$ cat src/rtl/core/weighted_choice_sampler_assert.svh
// Assertion macros for the weighted choice sampler.
// Each macro takes a label, an antecedent and a consequent, clocked on clk
// and disabled during rst.
`ifndef WEIGHTED_CHOICE_SAMPLER_ASSERT_SVH
`define WEIGHTED_CHOICE_SAMPLER_ASSERT_SVH
`ifndef SYNTHESIS
// Same-cycle implication.
`define WCS_ASSERT_IMPL(label, ante, cons) \
  label: assert property (@(posedge clk) disable iff (rst) (ante) |-> (cons)) \
    else $error("wcs assertion failed");
// Next-cycle implication.
`define WCS_ASSERT_NEXT(label, ante, cons) \
  label: assert property (@(posedge clk) disable iff (rst) (ante) |=> (cons)) \
    else $error("wcs assertion failed");
`else
`define WCS_ASSERT_IMPL(label, ante, cons)
`define WCS_ASSERT_NEXT(label, ante, cons)
`endif
`endif

$ cat src/rtl/core/wcs_pkg.sv
package wcs_pkg;

  // Parameter defaults
  localparam int MAX_ENTRIES_DEF = 1024;
  localparam int WEIGHT_BITS_DEF = 32;
  localparam int DRAW_BITS_DEF   = 32;

  // Fixed field widths
  localparam int SITE_BITS   = 31;
  localparam int ALLELE_BITS = 8;
  localparam int FIELD_BITS  = 32;
  localparam int TOTAL_BITS  = 48;
  localparam int HALF_BITS   = 24;
  localparam int IDX_BITS    = 17;
  localparam int QUEUE_DEPTH = 4;

  localparam logic [ALLELE_BITS-1:0] EMPTY_CODE = 8'h4E;

  // Input kind codes
  localparam logic KIND_ADD    = 1'b0;
  localparam logic KIND_CHOOSE = 1'b1;

  typedef enum logic [1:0] {
    OP_ADD,
    OP_CHOOSE,
    OP_EMPTY
  } op_t;

  // Command word passed from front to back
  typedef struct packed {
    op_t                    op;
    logic [IDX_BITS-1:0]    idx;
    logic [SITE_BITS-1:0]   site;
    logic [ALLELE_BITS-1:0] ref_allele;
    logic [ALLELE_BITS-1:0] alt_allele;
    logic [FIELD_BITS-1:0]  weight;
    logic [FIELD_BITS-1:0]  draw;
  } cmd_t;

  // Stored table entry
  typedef struct packed {
    logic [SITE_BITS-1:0]   site;
    logic [ALLELE_BITS-1:0] ref_allele;
    logic [ALLELE_BITS-1:0] alt_allele;
    logic [FIELD_BITS-1:0]  weight;
  } entry_t;

  typedef enum logic [2:0] {
    BK_IDLE,
    BK_MUL_LO,
    BK_MUL_HI,
    BK_THRESH,
    BK_SEARCH,
    BK_DONE
  } back_state_t;

endpackage

$ cat src/rtl/core/wcs_fifo.sv
module wcs_fifo (
  input  logic           clk,
  input  logic           rst,
  input  logic           push,
  input  wcs_pkg::cmd_t  push_data,
  output logic           full,
  input  logic           pop,
  output wcs_pkg::cmd_t  pop_data,
  output logic           not_empty
);

  localparam int Depth = wcs_pkg::QUEUE_DEPTH;
  localparam int PtrW  = $clog2(Depth);
  localparam int CntW  = $clog2(Depth + 1);

  wcs_pkg::cmd_t   slots [Depth];
  logic [PtrW-1:0] wr_ptr;
  logic [PtrW-1:0] rd_ptr;
  logic [CntW-1:0] fill;
  logic            do_push;
  logic            do_pop;

  assign full      = (fill == CntW'(Depth));
  assign not_empty = (fill != '0);
  assign do_push   = push && !full;
  assign do_pop    = pop && not_empty;
  assign pop_data  = slots[rd_ptr];

  // Store incoming words
  always_ff @(posedge clk) begin
    if (do_push) begin
      slots[wr_ptr] <= push_data;
    end
  end

  // Advance pointers and fill level
  always_ff @(posedge clk) begin
    if (rst) begin
      wr_ptr <= '0;
      rd_ptr <= '0;
      fill   <= '0;
    end else begin
      if (do_push) begin
        wr_ptr <= (wr_ptr == PtrW'(Depth - 1)) ? '0 : wr_ptr + 1'b1;
      end
      if (do_pop) begin
        rd_ptr <= (rd_ptr == PtrW'(Depth - 1)) ? '0 : rd_ptr + 1'b1;
      end
      if (do_push && !do_pop) begin
        fill <= fill + 1'b1;
      end else if (do_pop && !do_push) begin
        fill <= fill - 1'b1;
      end
    end
  end

endmodule

$ cat config.mk
export PLATFORM = sky130hd
export DESIGN_NAME = wcs_fifo
export DESIGN_NICKNAME = d
export VERILOG_FILES = /design/src/rtl/core/weighted_choice_sampler_assert.svh /design/src/rtl/core/wcs_pkg.sv /design/src/rtl/core/wcs_fifo.sv
export SDC_FILE = /design/constraint.sdc
export NUM_CORES = 1
export LEC_CHECK = 0
export BUFFER_PORTS_ARGS = -buffer_cell sky130_fd_sc_hd__buf_2
export CORE_MARGIN = 2
export CORE_UTILIZATION = 40
export DETAILED_ROUTE_END_ITERATION = 12
export GPL_TIMING_DRIVEN = 0
export PLACE_DENSITY = 0.58
export SLEW_MARGIN = 40
export SYNTH_ARGS = -nofsm -noshare
export SYNTH_HDL_FRONTEND = slang
export SYNTH_SLANG_ARGS = --single-unit
$ cat constraint.sdc
create_clock -name clk -period 11.1 [get_ports clk]
set_input_delay 1.665 -clock clk [delete_from_list [all_inputs] [get_ports clk]]
set_output_delay 1.665 -clock clk [all_outputs]
set_load 0.03 [all_outputs]
=== Yosys cells after proc, flatten, opt, wreduce, memory -nomap -nowiden ===
Memories as Yosys holds them, arrays and structs flattened. A register that Yosys moved wholly into a read port is not among the register bits.
Index checks and enable logic that the tools add are counted.

* Magnitude comparators: 0
* Reduce and logical (&&, ||, !) cells: 9
* Multiplexer cells: 8
* Divide/modulo/power cells: 0
* Equal/unequal tests: 3
* $add $sub $neg: 4
* Bitwise logic cells: 0
* Shifts and indexed selects: 0
* Multiply operators: 0

{| class="wikitable"
|+ Operators by type and width
! cell !! count
|-
| $mux W2 || 4
|-
| $mux W3 || 2
|-
| $add A2 B1 Y2 const B || 2
|-
| $eq A2 B2 Y1 const B || 2
|-
| $logic_and A1 B1 Y1 || 4
|-
| $add A3 B1 Y3 const B || 1
|-
| $eq A3 B3 Y1 const B || 1
|-
| $logic_not A1 Y1 || 3
|-
| $reduce_bool A3 Y1 || 1
|-
| $sub A3 B1 Y3 const B || 1
|-
| $mux W1 || 2
|-
| $reduce_bool A2 Y1 || 1
|}

* Memory bits (writable): 520
* Memories kept: 1
* Flip-flop bits (word level): 7
* Latch bits: 0
* Input port bits: 134
* Output and inout port bits: 132
* Bits in read-only memories: 0

{| class="wikitable"
|+ Memories
! name !! depth !! bits a word !! read ports !! clocked after memory_dff !! write ports !! line !! source
|-
| slots || 4 || 130 || 1 || 1 || 1 || wcs_fifo.sv:16 || <nowiki>wcs_pkg::cmd_t slots [Depth];</nowiki>
|}

=== Logic depth before layout (Yosys ltp) ===
* Word-level depth: 7
* Gate-level depth with buffers: 10
* Gate-level depth less buffers: 9

=== Least setup slack after synthesis ===
Ideal clock, no wire load.

* Path type: input-to-reg
* Start: input port push
* End: memory slots[3][0] (netlist bit), enable pin
* Library setup time: 0.505 ns
* Required time: 10.595 ns
* Setup slack: 5.888 ns
* Arrival: 4.707 ns
* Cell stages on the path: 1
* Cell sequence: and3_1

* Longest elaborated chain between the ends: 3

{| class="wikitable"
|+ Ends and longest elaborated chain
! element !! line !! source
|-
| start, declared || wcs_fifo.sv:4 || <nowiki>input logic push,</nowiki>
|-
| $logic_and A1 B1 Y1 || wcs_fifo.sv:25 || <nowiki>assign do_push = push && !full;</nowiki>
|-
| $mux W1 || wcs_fifo.sv:31 || <nowiki>if (do_push) begin</nowiki>
|-
| $mux W1 (implied by the code) || wcs_fifo.sv:32 || <nowiki>slots[wr_ptr] <= push_data;</nowiki>
|-
| end, declared || wcs_fifo.sv:16 ||
|}

No other way between the ends.

==> flow_summary.json <==
{
  "routabilityCongestion": 0.699,
  "tritoncts.num_buffers": 55,
  "n_fill_cell": 3858,
  "worst-path-stages": 4,
  "grt_max_degree": 34,
  "worst_r2r_path_depth": 10,
  "tritoncts": "yes",
  "drc": 0,
  "final_hold_viol_count": 0,
  "postRouteWirelength_um": 37500,
  "worst-slew-pin-transition_ps": 683,
  "finalMaxSlewViolations": 0,
  "ir_drop_mv": 0.166,
  "final_antenna_net_count": 0,
  "synth.lib_cells_used.distinct": 25,
  "finalCriticalPeriod_ps": 4090,
  "dr.first_iter.drc_count": 547,
  "most-common-layout-cells": "sky130_fd_sc_hd__edfxtp_1 (520), sky130_fd_sc_hd__buf_2 (275), sky130_fd_sc_hd__mux4_2 (130)",
  "crit_slowest_cell": "sky130_fd_sc_hd__dfxtp_1",
  "drv.max_cap_violation_count": 0,
  "clk-insertion-delay-late_ps": 580,
  "fp.dieW_um": 224,
  "grt_setup_unrepaired": "false",
  "power.sequential.fraction_pct": 43.0,
  "critPathKind": "flop to output pin",
  "post_cts_hold_buffer_count": 0,
  "hold_path_class": "flop to flop",
  "dp_slack_ps": 7510,
  "cells_after_synthesis": 729,
  "fmaxAchievable_mhz": 245,
  "port_buffers": 264,
  "crit_top_cell": "sky130_fd_sc_hd__buf_2",
  "cp_top_family": "buffers and inverters",
  "critical_path.max_stage_delay_ps": 460,
  "layout.cells.most_common": "sky130_fd_sc_hd__edfxtp_1",
  "post_route_cells_drive_above_1_share_pct": 46.9,
  "post_synth.cell_area_avg_um2": 26.5,
  "post-route-cell-area_um2": 23600,
  "wire_length_of_the_first_global_routing_pass_um": 55800,
  "floorplan.core_area_um2": 47700,
  "htree_levels": 2,
  "run_status": "complete, no violations",
  "final_util_pct": 49.3,
  "worst_hold_slack_ps": 497,
  "startpoint_type": "flop",
  "total_power_density_per_cell_area_nw_per_um2": 243,
  "total_number_of_vias": 8627,
  "crit_path_end_kind": "output pin",
  "finalWorstSetupSlack_ps": 7010,
  "hold_path_depth": 2,
  "clk_root_buffer_cell": "sky130_fd_sc_hd__clkbuf_16",
  "cts_setup_buffers": 0,
  "die_height_um": 224,
  "timing.critical_path.arrival_ps": 2420,
  "part_of_the_total_power_dissipated_in_the_clock_network_pct": 31.6,
  "clock_skew_ps": 10.0,
  "die-area_um2": 50100,
  "drt_pass1_iterations": 4,
  "reg_clk_slew_reported_paths_ps": 60,
  "grt.overflow.total": 0,
  "std_cell_rows": 80,
  "power.combinational.fraction_pct": 25.4,
  "cp_data_required_time_ps": 9440,
  "worstPathMaxFanout": 10,
  "setup_tns_ps": 0,
  "net-switching-power_mw": 1.67,
  "post_drt_wl_per_cell_um": 21.7,
  "area_growth_pct": 21.9,
  "timing.final.crit_share_pct": 36.8,
  "placement.cell_area_um2": 21800,
  "setup_viol_count_final": 0,
  "synth.cell_area_um2": 19300,
  "max-clock-path-buffers": 3,
  "crit_path_cell_trace": "clkbuf_2, buf_2, mux4_2, buf_2",
  "synth-seq-cells": 529,
  "layout.nets": 1207,
  "grtUsageTotal_pct": 15.0,
  "leakagePower_nw": 7.90,
  "yosys_warnings": 0,
  "synth_seq_area_share_pct": 81.7,
  "ios": 266,
  "synthesis.nets": 870,
  "grt_antenna_before_repair": 8,
  "number_of_buffers_and_inverters_on_the_critical_path": 3,
  "tritoncts_num_sinks": 529,
  "internal-power_mw": 4.05,
  "detailedPlacementHpwl_um": 23800,
  "max-slew-margin-rel_pct": 54.5,
  "first_global_vias": 9179,
  "finalPower_mw": 5.72,
  "routed_via_density": 5.00,
  "ctsResizeCount": 0,
  "post_layout_nonfiller_instances": 1726,
  "power.switching_fraction_pct": 29.2,
  "placed_cells_incl_taps": 1624,
  "start_util_pct": 40.5
}
-- power groups by stage --
stage | registers (mW) | clock network, mW | logic, mW
floorplan | 2.51 | 0 | 1.04
global placement | 2.55 | 0 | 1.45
detailed placement | 2.50 | 0 | 1.49
CTS | 2.46 | 1.86 | 1.49
global route | 2.47 | 1.93 | 1.55
finish | 2.46 | 1.81 | 1.45
-- synthesized netlist by cell type, drive strengths merged --
| master | instances | area (um^2) |
|---|---|---|
| clkbuf | 2 | 7.51 |
| clkinv | 1 | 5.00 |
| nor2 | 4 | 15.0 |
| edfxtp | 520 | 15600 |
| or3b | 1 | 8.76 |
| mux2i | 2 | 20.0 |
| ha | 6 | 75.1 |
| mux4 | 130 | 2930 |
| a21oi | 3 | 15.0 |
| fa | 1 | 20.0 |
| buf | 29 | 320 |
| o21ai | 2 | 10.0 |
| nand3 | 2 | 10.0 |
| o31ai | 2 | 15.0 |
| nand2 | 1 | 3.75 |
| and3 | 4 | 25.0 |
| nor3 | 1 | 5.00 |
| dfxtp | 9 | 180 |
| inv | 4 | 15.0 |
| or3 | 3 | 18.8 |
| xor2 | 2 | 17.5 |
-- cell type report --
cell class                 count  area (um^2)  share of cell area [%]
antenna                        1         2.50                  0.0106
buffer                        31          329                    1.40
clock buffer                  71         1480                    6.28
clock inverter                30          312                    1.32
inverter                       5         20.0                  0.0850
multi-input combinational    164         3210                    13.6
sequential                   529        15800                    67.1
tap                          615          769                    3.27
timing repair buffer         280         1640                    6.97
-- state kept, by name (all words and copies together), names as in the netlist, named ones only --
signal  flops
fill        3
rd_ptr      2
wr_ptr      2
slots     520
-- worst register-to-register path: stages (launching register included) --
cell                       delay [ps]
sky130_fd_sc_hd__dfxtp_1          430
sky130_fd_sc_hd__or3b_1           140
sky130_fd_sc_hd__buf_2            170
sky130_fd_sc_hd__clkinv_2          80
sky130_fd_sc_hd__nor2_1           170
sky130_fd_sc_hd__ha_1             230
sky130_fd_sc_hd__inv_1             70
sky130_fd_sc_hd__fa_1             370
sky130_fd_sc_hd__xor2_1           160
sky130_fd_sc_hd__or3_1            310
sky130_fd_sc_hd__a21oi_1          150
-- cell families after synthesis --
kind of cell,synth area share [%]
XOR/XNOR,0.0906
AND/OR/NAND/NOR,0.447
multiplexers,15.3
flip-flops,81.7
AO/OA/AOI/OAI,0.207
buffers and inverters,1.80
adder cells (fa/ha/maj),0.492
-- worst paths after layout --
check | start | slack [ps] | to
max reg2reg | fill[0] | 8750 | fill[2]
min | rd_ptr[0] | 500 | rd_ptr[0]
min reg2reg | rd_ptr[0] | 500 | rd_ptr[0]
max | flop | 7010 | pop_data[33]
-- metal layers --
metal / vias up / part of all wire, % / global-route usage [%]
li1: 3837 / - / -
met1: 4488 / 42 / 19.3
met2: 228 / 49 / 24.2
met3: 62 / 7.6 / 5.22
met4: 12 / 1.9 / 4.09
met5: - / 0.20 / 0
Note: power is estimated with default switching activity, not from simulation.
