--- src/rtl/core/weighted_choice_sampler_assert.svh ---
// Assertion macros for the weighted choice sampler.
// Each macro takes a label, an antecedent and a consequent, clocked on clk
// and disabled during rst.
`ifndef WEIGHTED_CHOICE_SAMPLER_ASSERT_SVH
`define WEIGHTED_CHOICE_SAMPLER_ASSERT_SVH
`ifndef SYNTHESIS
// Same-cycle implication.
`define WCS_ASSERT_IMPL(label, ante, cons) \
  label: assert property (@(posedge clk) disable iff (rst) (ante) |-> (cons)) \
    else $error("wcs assertion failed");
// Next-cycle implication.
`define WCS_ASSERT_NEXT(label, ante, cons) \
  label: assert property (@(posedge clk) disable iff (rst) (ante) |=> (cons)) \
    else $error("wcs assertion failed");
`else
`define WCS_ASSERT_IMPL(label, ante, cons)
`define WCS_ASSERT_NEXT(label, ante, cons)
`endif
`endif

--- src/rtl/core/wcs_pkg.sv ---
package wcs_pkg;

  // Parameter defaults
  localparam int MAX_ENTRIES_DEF = 1024;
  localparam int WEIGHT_BITS_DEF = 32;
  localparam int DRAW_BITS_DEF   = 32;

  // Fixed field widths
  localparam int SITE_BITS   = 31;
  localparam int ALLELE_BITS = 8;
  localparam int FIELD_BITS  = 32;
  localparam int TOTAL_BITS  = 48;
  localparam int HALF_BITS   = 24;
  localparam int IDX_BITS    = 17;
  localparam int QUEUE_DEPTH = 4;

  localparam logic [ALLELE_BITS-1:0] EMPTY_CODE = 8'h4E;

  // Input kind codes
  localparam logic KIND_ADD    = 1'b0;
  localparam logic KIND_CHOOSE = 1'b1;

  typedef enum logic [1:0] {
    OP_ADD,
    OP_CHOOSE,
    OP_EMPTY
  } op_t;

  // Command word passed from front to back
  typedef struct packed {
    op_t                    op;
    logic [IDX_BITS-1:0]    idx;
    logic [SITE_BITS-1:0]   site;
    logic [ALLELE_BITS-1:0] ref_allele;
    logic [ALLELE_BITS-1:0] alt_allele;
    logic [FIELD_BITS-1:0]  weight;
    logic [FIELD_BITS-1:0]  draw;
  } cmd_t;

  // Stored table entry
  typedef struct packed {
    logic [SITE_BITS-1:0]   site;
    logic [ALLELE_BITS-1:0] ref_allele;
    logic [ALLELE_BITS-1:0] alt_allele;
    logic [FIELD_BITS-1:0]  weight;
  } entry_t;

  typedef enum logic [2:0] {
    BK_IDLE,
    BK_MUL_LO,
    BK_MUL_HI,
    BK_THRESH,
    BK_SEARCH,
    BK_DONE
  } back_state_t;

endpackage

--- src/rtl/core/wcs_if.sv ---
interface wcs_in_if;
  logic                                valid;
  logic                                ready;
  logic                                kind;
  logic [wcs_pkg::SITE_BITS-1:0]       site;
  logic [wcs_pkg::FIELD_BITS-1:0]      weight;
  logic [wcs_pkg::ALLELE_BITS-1:0]     ref_allele;
  logic [wcs_pkg::ALLELE_BITS-1:0]     alt_allele;
  logic [wcs_pkg::FIELD_BITS-1:0]      random_draw;

  modport source (
    output valid, kind, site, weight, ref_allele, alt_allele, random_draw,
    input  ready
  );
  modport sink (
    input  valid, kind, site, weight, ref_allele, alt_allele, random_draw,
    output ready
  );
endinterface


--- src/rtl/core/wcs_front.sv ---
module wcs_front #(
  parameter int MAX_ENTRIES = wcs_pkg::MAX_ENTRIES_DEF,
  parameter int WEIGHT_BITS = wcs_pkg::WEIGHT_BITS_DEF,
  parameter int DRAW_BITS   = wcs_pkg::DRAW_BITS_DEF
) (
  input  logic           clk,
  input  logic           rst,
  wcs_in_if.sink         items,
  input  logic           q_full,
  output logic           push,
  output wcs_pkg::cmd_t  cmd
);

  localparam int CW        = $clog2(MAX_ENTRIES + 1);
  localparam int FieldBits = wcs_pkg::FIELD_BITS;
  localparam int IdxBits   = wcs_pkg::IDX_BITS;
  localparam int WB        = (WEIGHT_BITS < FieldBits) ? WEIGHT_BITS : FieldBits;
  localparam int DB        = (DRAW_BITS < FieldBits) ? DRAW_BITS : FieldBits;
  localparam logic [FieldBits-1:0] WMask = FieldBits'((64'd1 << WB) - 64'd1);
  localparam logic [FieldBits-1:0] DMask = FieldBits'((64'd1 << DB) - 64'd1);

  logic [CW-1:0] cnt;
  logic          accept;
  logic          is_add;
  logic          tbl_full;

  // Take a word whenever the queue has room
  assign items.ready = !q_full;
  assign accept      = items.valid && items.ready;
  assign is_add      = (items.kind == wcs_pkg::KIND_ADD);
  assign tbl_full    = (cnt == CW'(MAX_ENTRIES));

  // Drop adds once the table is full
  assign push = accept && !(is_add && tbl_full);

  // Classify and build the command word
  always_comb begin
    if (is_add) begin
      cmd.op = wcs_pkg::OP_ADD;
    end else if (cnt == '0) begin
      cmd.op = wcs_pkg::OP_EMPTY;
    end else begin
      cmd.op = wcs_pkg::OP_CHOOSE;
    end
    cmd.idx        = IdxBits'(cnt);
    cmd.site       = items.site;
    cmd.ref_allele = items.ref_allele;
    cmd.alt_allele = items.alt_allele;
    cmd.weight     = items.weight & WMask;
    cmd.draw       = items.random_draw & DMask;
  end

  // Track the number of entries handed to the back end
  always_ff @(posedge clk) begin
    if (rst) begin
      cnt <= '0;
    end else if (push && is_add) begin
      cnt <= cnt + 1'b1;
    end
  end

endmodule

--- src/flat_wrapper.sv ---
// flat-port wrapper written by rule: the top's interface ports become plain ports
module wcs_front_flat 
#(
  parameter int MAX_ENTRIES = wcs_pkg::MAX_ENTRIES_DEF,
  parameter int WEIGHT_BITS = wcs_pkg::WEIGHT_BITS_DEF,
  parameter int DRAW_BITS   = wcs_pkg::DRAW_BITS_DEF
)
  (clk, rst, q_full, push, cmd, items_valid, items_kind, items_site, items_weight, items_ref_allele, items_alt_allele, items_random_draw, items_ready);
  wcs_in_if items_i ();
  input  logic clk;
  input  logic rst;
  input  logic q_full;
  output logic push;
  output wcs_pkg::cmd_t cmd;
  input wire logic [$bits(items_i.valid)-1:0] items_valid;
  input wire logic [$bits(items_i.kind)-1:0] items_kind;
  input wire logic [$bits(items_i.site)-1:0] items_site;
  input wire logic [$bits(items_i.weight)-1:0] items_weight;
  input wire logic [$bits(items_i.ref_allele)-1:0] items_ref_allele;
  input wire logic [$bits(items_i.alt_allele)-1:0] items_alt_allele;
  input wire logic [$bits(items_i.random_draw)-1:0] items_random_draw;
  output wire logic [$bits(items_i.ready)-1:0] items_ready;
  assign items_i.valid = items_valid;
  assign items_i.kind = items_kind;
  assign items_i.site = items_site;
  assign items_i.weight = items_weight;
  assign items_i.ref_allele = items_ref_allele;
  assign items_i.alt_allele = items_alt_allele;
  assign items_i.random_draw = items_random_draw;
  assign items_ready = items_i.ready;
  wcs_front #(.MAX_ENTRIES(MAX_ENTRIES), .WEIGHT_BITS(WEIGHT_BITS), .DRAW_BITS(DRAW_BITS)) u_core (.clk(clk), .rst(rst), .items(items_i), .q_full(q_full), .push(push), .cmd(cmd));
endmodule
--- config.mk ---
export PLATFORM = sky130hd
export DESIGN_NAME = wcs_front_flat
export DESIGN_NICKNAME = d
export VERILOG_FILES = /design/src/rtl/core/weighted_choice_sampler_assert.svh /design/src/rtl/core/wcs_pkg.sv /design/src/rtl/core/wcs_if.sv /design/src/rtl/core/wcs_front.sv /design/src/flat_wrapper.sv
export SDC_FILE = /design/constraint.sdc
export NUM_CORES = 1
export LEC_CHECK = 0
export ABC_AREA = 1
export BUFFER_PORTS_ARGS = -buffer_cell sky130_fd_sc_hd__buf_2
export CAP_MARGIN = 20
export CORE_AREA = 2 2 96 98
export CTS_CLUSTER_DIAMETER = 30
export CTS_CLUSTER_SIZE = 40
export DETAILED_ROUTE_END_ITERATION = 10
export DIE_AREA = 0 0 98 100
export GPL_TIMING_DRIVEN = 0
export HOLD_SLACK_MARGIN = 0.12
export MAX_ROUTING_LAYER = met4
export PLACE_DENSITY = 0.59
export SYNTH_ARGS = -nofsm -noshare
export SYNTH_HDL_FRONTEND = slang
export SYNTH_SLANG_ARGS = --single-unit
--- constraint.sdc ---
create_clock -name clk -period 1.6 [get_ports clk]
set_input_delay 0.08 -clock clk [delete_from_list [all_inputs] [get_ports clk]]
set_output_delay 0.08 -clock clk [all_outputs]
set_load 0.005 [all_outputs]
Word level (Yosys, flattened, before mapping)
Cells that the tools add are included.
{"block": "word_totals", "regBits": 11, "elab_cells": 13}
{"block": "classes", "addsub": 1, "eq_ne": 1, "n_mux": 2, "n_bitwise": 1, "reduce_logical": 7}
{"op": "$add A11 B1 Y11 const B", "n": 1}
{"op": "$eq A11 B11 Y1 const B", "n": 1}
{"op": "$logic_not A11 Y1", "n": 1}
{"op": "$logic_and A1 B1 Y1", "n": 4}
{"op": "$mux W2", "n": 2}
{"op": "$logic_not A1 Y1", "n": 2}
{"op": "$not A1 Y1", "n": 1}

Longest topological paths before layout
{"block": "depth", "ltp_word": 5, "depth_mapped": 9, "mapped_depth_nobuf": 9}

Least setup slack after synthesis
OpenSTA, ideal clock, no wires.
{"block": "synth_path", "path_kind": "reg2reg", "from": "reg u_core.cnt[0]", "to": "reg u_core.cnt[8]", "setup_ns": 0.139, "arrival_time_ns": 1.213, "required_time_ns": 1.461, "slack_ns": 0.249, "path_stages_with_launch": 9, "period_less_slack_ns": 1.351, "path_cell_list": "dfxtp_1 -> inv_1 -> ha_1 -> nor3b_1 -> nand3_1 -> nand3_1 -> nand2_1 -> nand2_1 -> nor2_1"}
{"block": "synth_between", "elab_chain_cells": 5}
{"element": "from (decl)", "line": "wcs_front.sv:22", "rtl": "logic [CW-1:0] cnt;"}
{"element": "from (signal assigned)", "line": "wcs_front.sv:58", "rtl": "cnt <= cnt + 1'b1;"}
{"element": "branches (longest 5 deep; another with $add A11 B1 Y11)"}
Several ways; the timed one is not identified.
A chain may end at the register's enable or synchronous reset.

Worst setup path in the final report
{"block": "layout_path", "from": "reg u_core.cnt[0]", "to": "out push"}
{"block": "layout_between", "elab_chain_cells": 4}
{"element": "$eq A11 B11 Y1", "line": "wcs_front.sv:31", "rtl": "assign tbl_full = (cnt == CW'(MAX_ENTRIES));"}
{"element": "$logic_and A1 B1 Y1", "line": "wcs_front.sv:34", "rtl": "assign push = accept && !(is_add && tbl_full);"}
{"element": "$logic_not A1 Y1", "line": "wcs_front.sv:34"}
{"element": "$logic_and A1 B1 Y1", "line": "wcs_front.sv:34"}
{"element": "to (decl)", "line": "flat_wrapper.sv:13", "rtl": "output logic push;"}
Every way passes these cells.

==> flow_summary.toml <==
[layout]
finalNetCount = 501
fin_cells = 493
largest_reg_flops = 11
fin_area_sq_mm = 0.00264
syn_to_final_growth_pct = 52.1
drive_above_1_share = 0.757
diodes = 0
regMostFlops = "u_core.cnt"
reg_top3 = "u_core.cnt: 11 flops"

[power_and_ir_drop]
pwr-share-clk = 0.298
power.density_mw_per_mm2 = 383
p_int_uw = 744
ir_drop_mv = 0.160
finalPower_uw = 1010
switchingPower_uw = 269
p_comb_frac = 0.429
p_seq_frac = 0.274
p_leak_uw = 0.00152
sw_frac_of_total = 0.266

[floorplan]
ios = 248
coreArea_sq_mm = 0.00889
fp.dieH_microns = 100
start_util = 0.195
die_width_microns = 98
dieArea_sq_mm = 0.00980
num_rows = 35

[setup_path]
cp_num_buf_inv = 3
critical_path.top_delay_family = "simple AND/OR/NAND/NOR gates"
path_cells = "inv_2 -> ha_4 -> nor3b_4 -> nand3_2 -> nand2_2 -> inv_1 -> buf_2"
max_stage_delay_ps = 360
cp.arrival_ps = 1440
cp_max_fo = 5
required_ps = 1520
critPathKind = "reg -> out"
cp-start-kind = "flip-flop"
cp_slowest_cell = "dfxtp_4"
cp-end-kind = "primary output"

[cts]
clkTransAtPathRegs_ps = 60
post_cts_buffers = 0
cts_made_buffers = 3
htree_levels = 1
cts_tree = "yes"
cts.path.max_buffers = 2
clkSinkCount = 11
clk_latency_ps = 250
root_buffer = "clkbuf_8"

[timing]
period_share = 0.950
hold_viol_final = 0
period_minus_slack_ps = 1520
final_max_slew_viol_count = 0
max_slew_margin = 0.548
tns_ps = 0
fmaxAchievable_mhz = 658
setup_viol = 0
worst_slew_pin_slew_ps = 678
grt_setup_unrepaired = "no"
clock_skew_ps = 4.77

[place]
place_area_sq_mm = 0.00255
numPortBuffers = 130
place_inst = 488
hpwl_microns = 3980
place.gp.congestion = 0.773

[synthesis]
synth.area.top_cells = "buf_4, dfxtp_1, nand2_1, a21oi_2, nand2_2"
ys.flop_type = "dfxtp_1"
synth_edf_count = 0
yosysTopAreaCell = "buf_4"
synthCells = 242
synth.avg_cell_area_sq_um = 7.18
synth_top_cell_area_share = 0.505
synth_commonest_cells = "buf_4, nand2_1, inv_1"
ys_types = 24
syn-cell-area_sq_mm = 0.00174
synthArstFlopShare = 0
yosys_warnings = 0
yosys.cell_count.top_type = "buf_4"
synth_seq_area_share = 0.127
ys_ff_latch = 11

[detailed_routing]
drc = 0
wirelength_microns = 4510
dr_total_vias = 1798
routedWlPerCell_microns = 9.15
routed_via_density = 3.65
ant_nets = 0
drtIter0Drc = 55
first_pass_iters = 4

[status]
status = "complete, no violations"

[global_routing]
grt_pass1_vias = 1521
antenna_found_initial = 0
grt-ovfl-total = 0
grt_max_degree = 11
grt_pass1_wl_microns = 6510
track_usage = 0.0830

[min_path]
hp-class = "in -> reg"

[flow_run]
drv_cap = 0
final timing paths:
check	start	to	slack [ps]	cells past startpoint
worst min-delay path	q_full	u_core.cnt[8]$_SDFFE_PP0P_	270	6
worst max register to register	u_core.cnt[1]$_SDFFE_PP0P_	u_core.cnt[0]$_SDFFE_PP0P_	240	9
worst max-delay path	u_core.cnt[0]$_SDFFE_PP0P_	push	80	7
worst min register to register	u_core.cnt[10]$_SDFFE_PP0P_	u_core.cnt[10]$_SDFFE_PP0P_	510	2
power groups by stage:
stage / clock network, uW / registers, uW / logic [uW]
after CTS: 311 / 278 / 439
after detailed placement: 0 / 284 / 433
after floorplan: 0 / 284 / 276
after global placement: 0 / 284 / 429
after global routing: 323 / 278 / 473
final: 301 / 277 / 434
logic make-up (layout without fill, tap and decap cells):
kind of cell / Yosys count / count (layout) / synth area share
DFF: 11 / 11 / 0.127
xor gates and xnor gates: 4 / 4 / 0.0202
AOI/OAI and AO/OA: 11 / 11 / 0.0533
other: 1 / 6 / 0.00216
adders and majority gates: 2 / 2 / 0.0144
buffers and inverters: 138 / 273 / 0.562
and+or+nand+nor: 75 / 75 / 0.221
area by class of cell:
type	instances	area, sq um
Buffer	120	905
Timing Repair Buffer	131	661
Inverter	18	72.6
Sequential cell	11	225
Fill cell	968	6250
Clock inverter	1	5.00
Multi-Input combinational cell	98	596
Tap cell	111	139
Clock buffer	3	41.3
what timing repair did:
action / CTS / global route
cloned: 0 / 0
pin swaps: 0 / 1
hold buffers: 1 / 0
endpoints found under the setup margin: 3 / 1
hold endpoints to repair: 1 / 0
gates resized for setup: 6 / 5
per-stage QoR:
| step | setup WS [ps] | hold slack [ps] | utilization |
|---|---|---|---|
| after floorplan | 249 | 187 | - |
| after global placement | 79.2 | 327 | 0.286 |
| after detailed placement | 17.1 | 326 | 0.286 |
| after CTS | 23.6 | 270 | 0.295 |
| after global routing | 5.87 | 319 | 0.297 |
| final | 79.6 | 270 | 0.297 |
metal layers:
metal	wire (microns)	track usage
met1	1290	0.0751
met2	2610	0.168
met3	519	0.0118
met4	92	0.0406
met5	0	-
layout by cell type (no fill, tap or decap), types with 2 or more instances in the layout:
cell	count
nand2_2	13
dfxtp_1	9
conb_1	6
nand3_2	2
inv_1	16
buf_2	130
a21oi_2	9
buf_6	2
clkbuf_8	3
nand3_1	5
buf_4	117
nand2_1	27
xor2_1	3
nor2_2	3
nand4_1	5
nor3_1	2
nor2_1	14
worst register-to-register path, delay by kind of cell, from the launching register on:
family,cells,cell delay (ps)
AO/OA/AOI/OAI,1,110
adder cells (fa/ha/maj),1,160
buffers and inverters,2,240
flip-flops,1,360
AND/OR/NAND/NOR,5,400
Power figures use the tool's default switching activity.
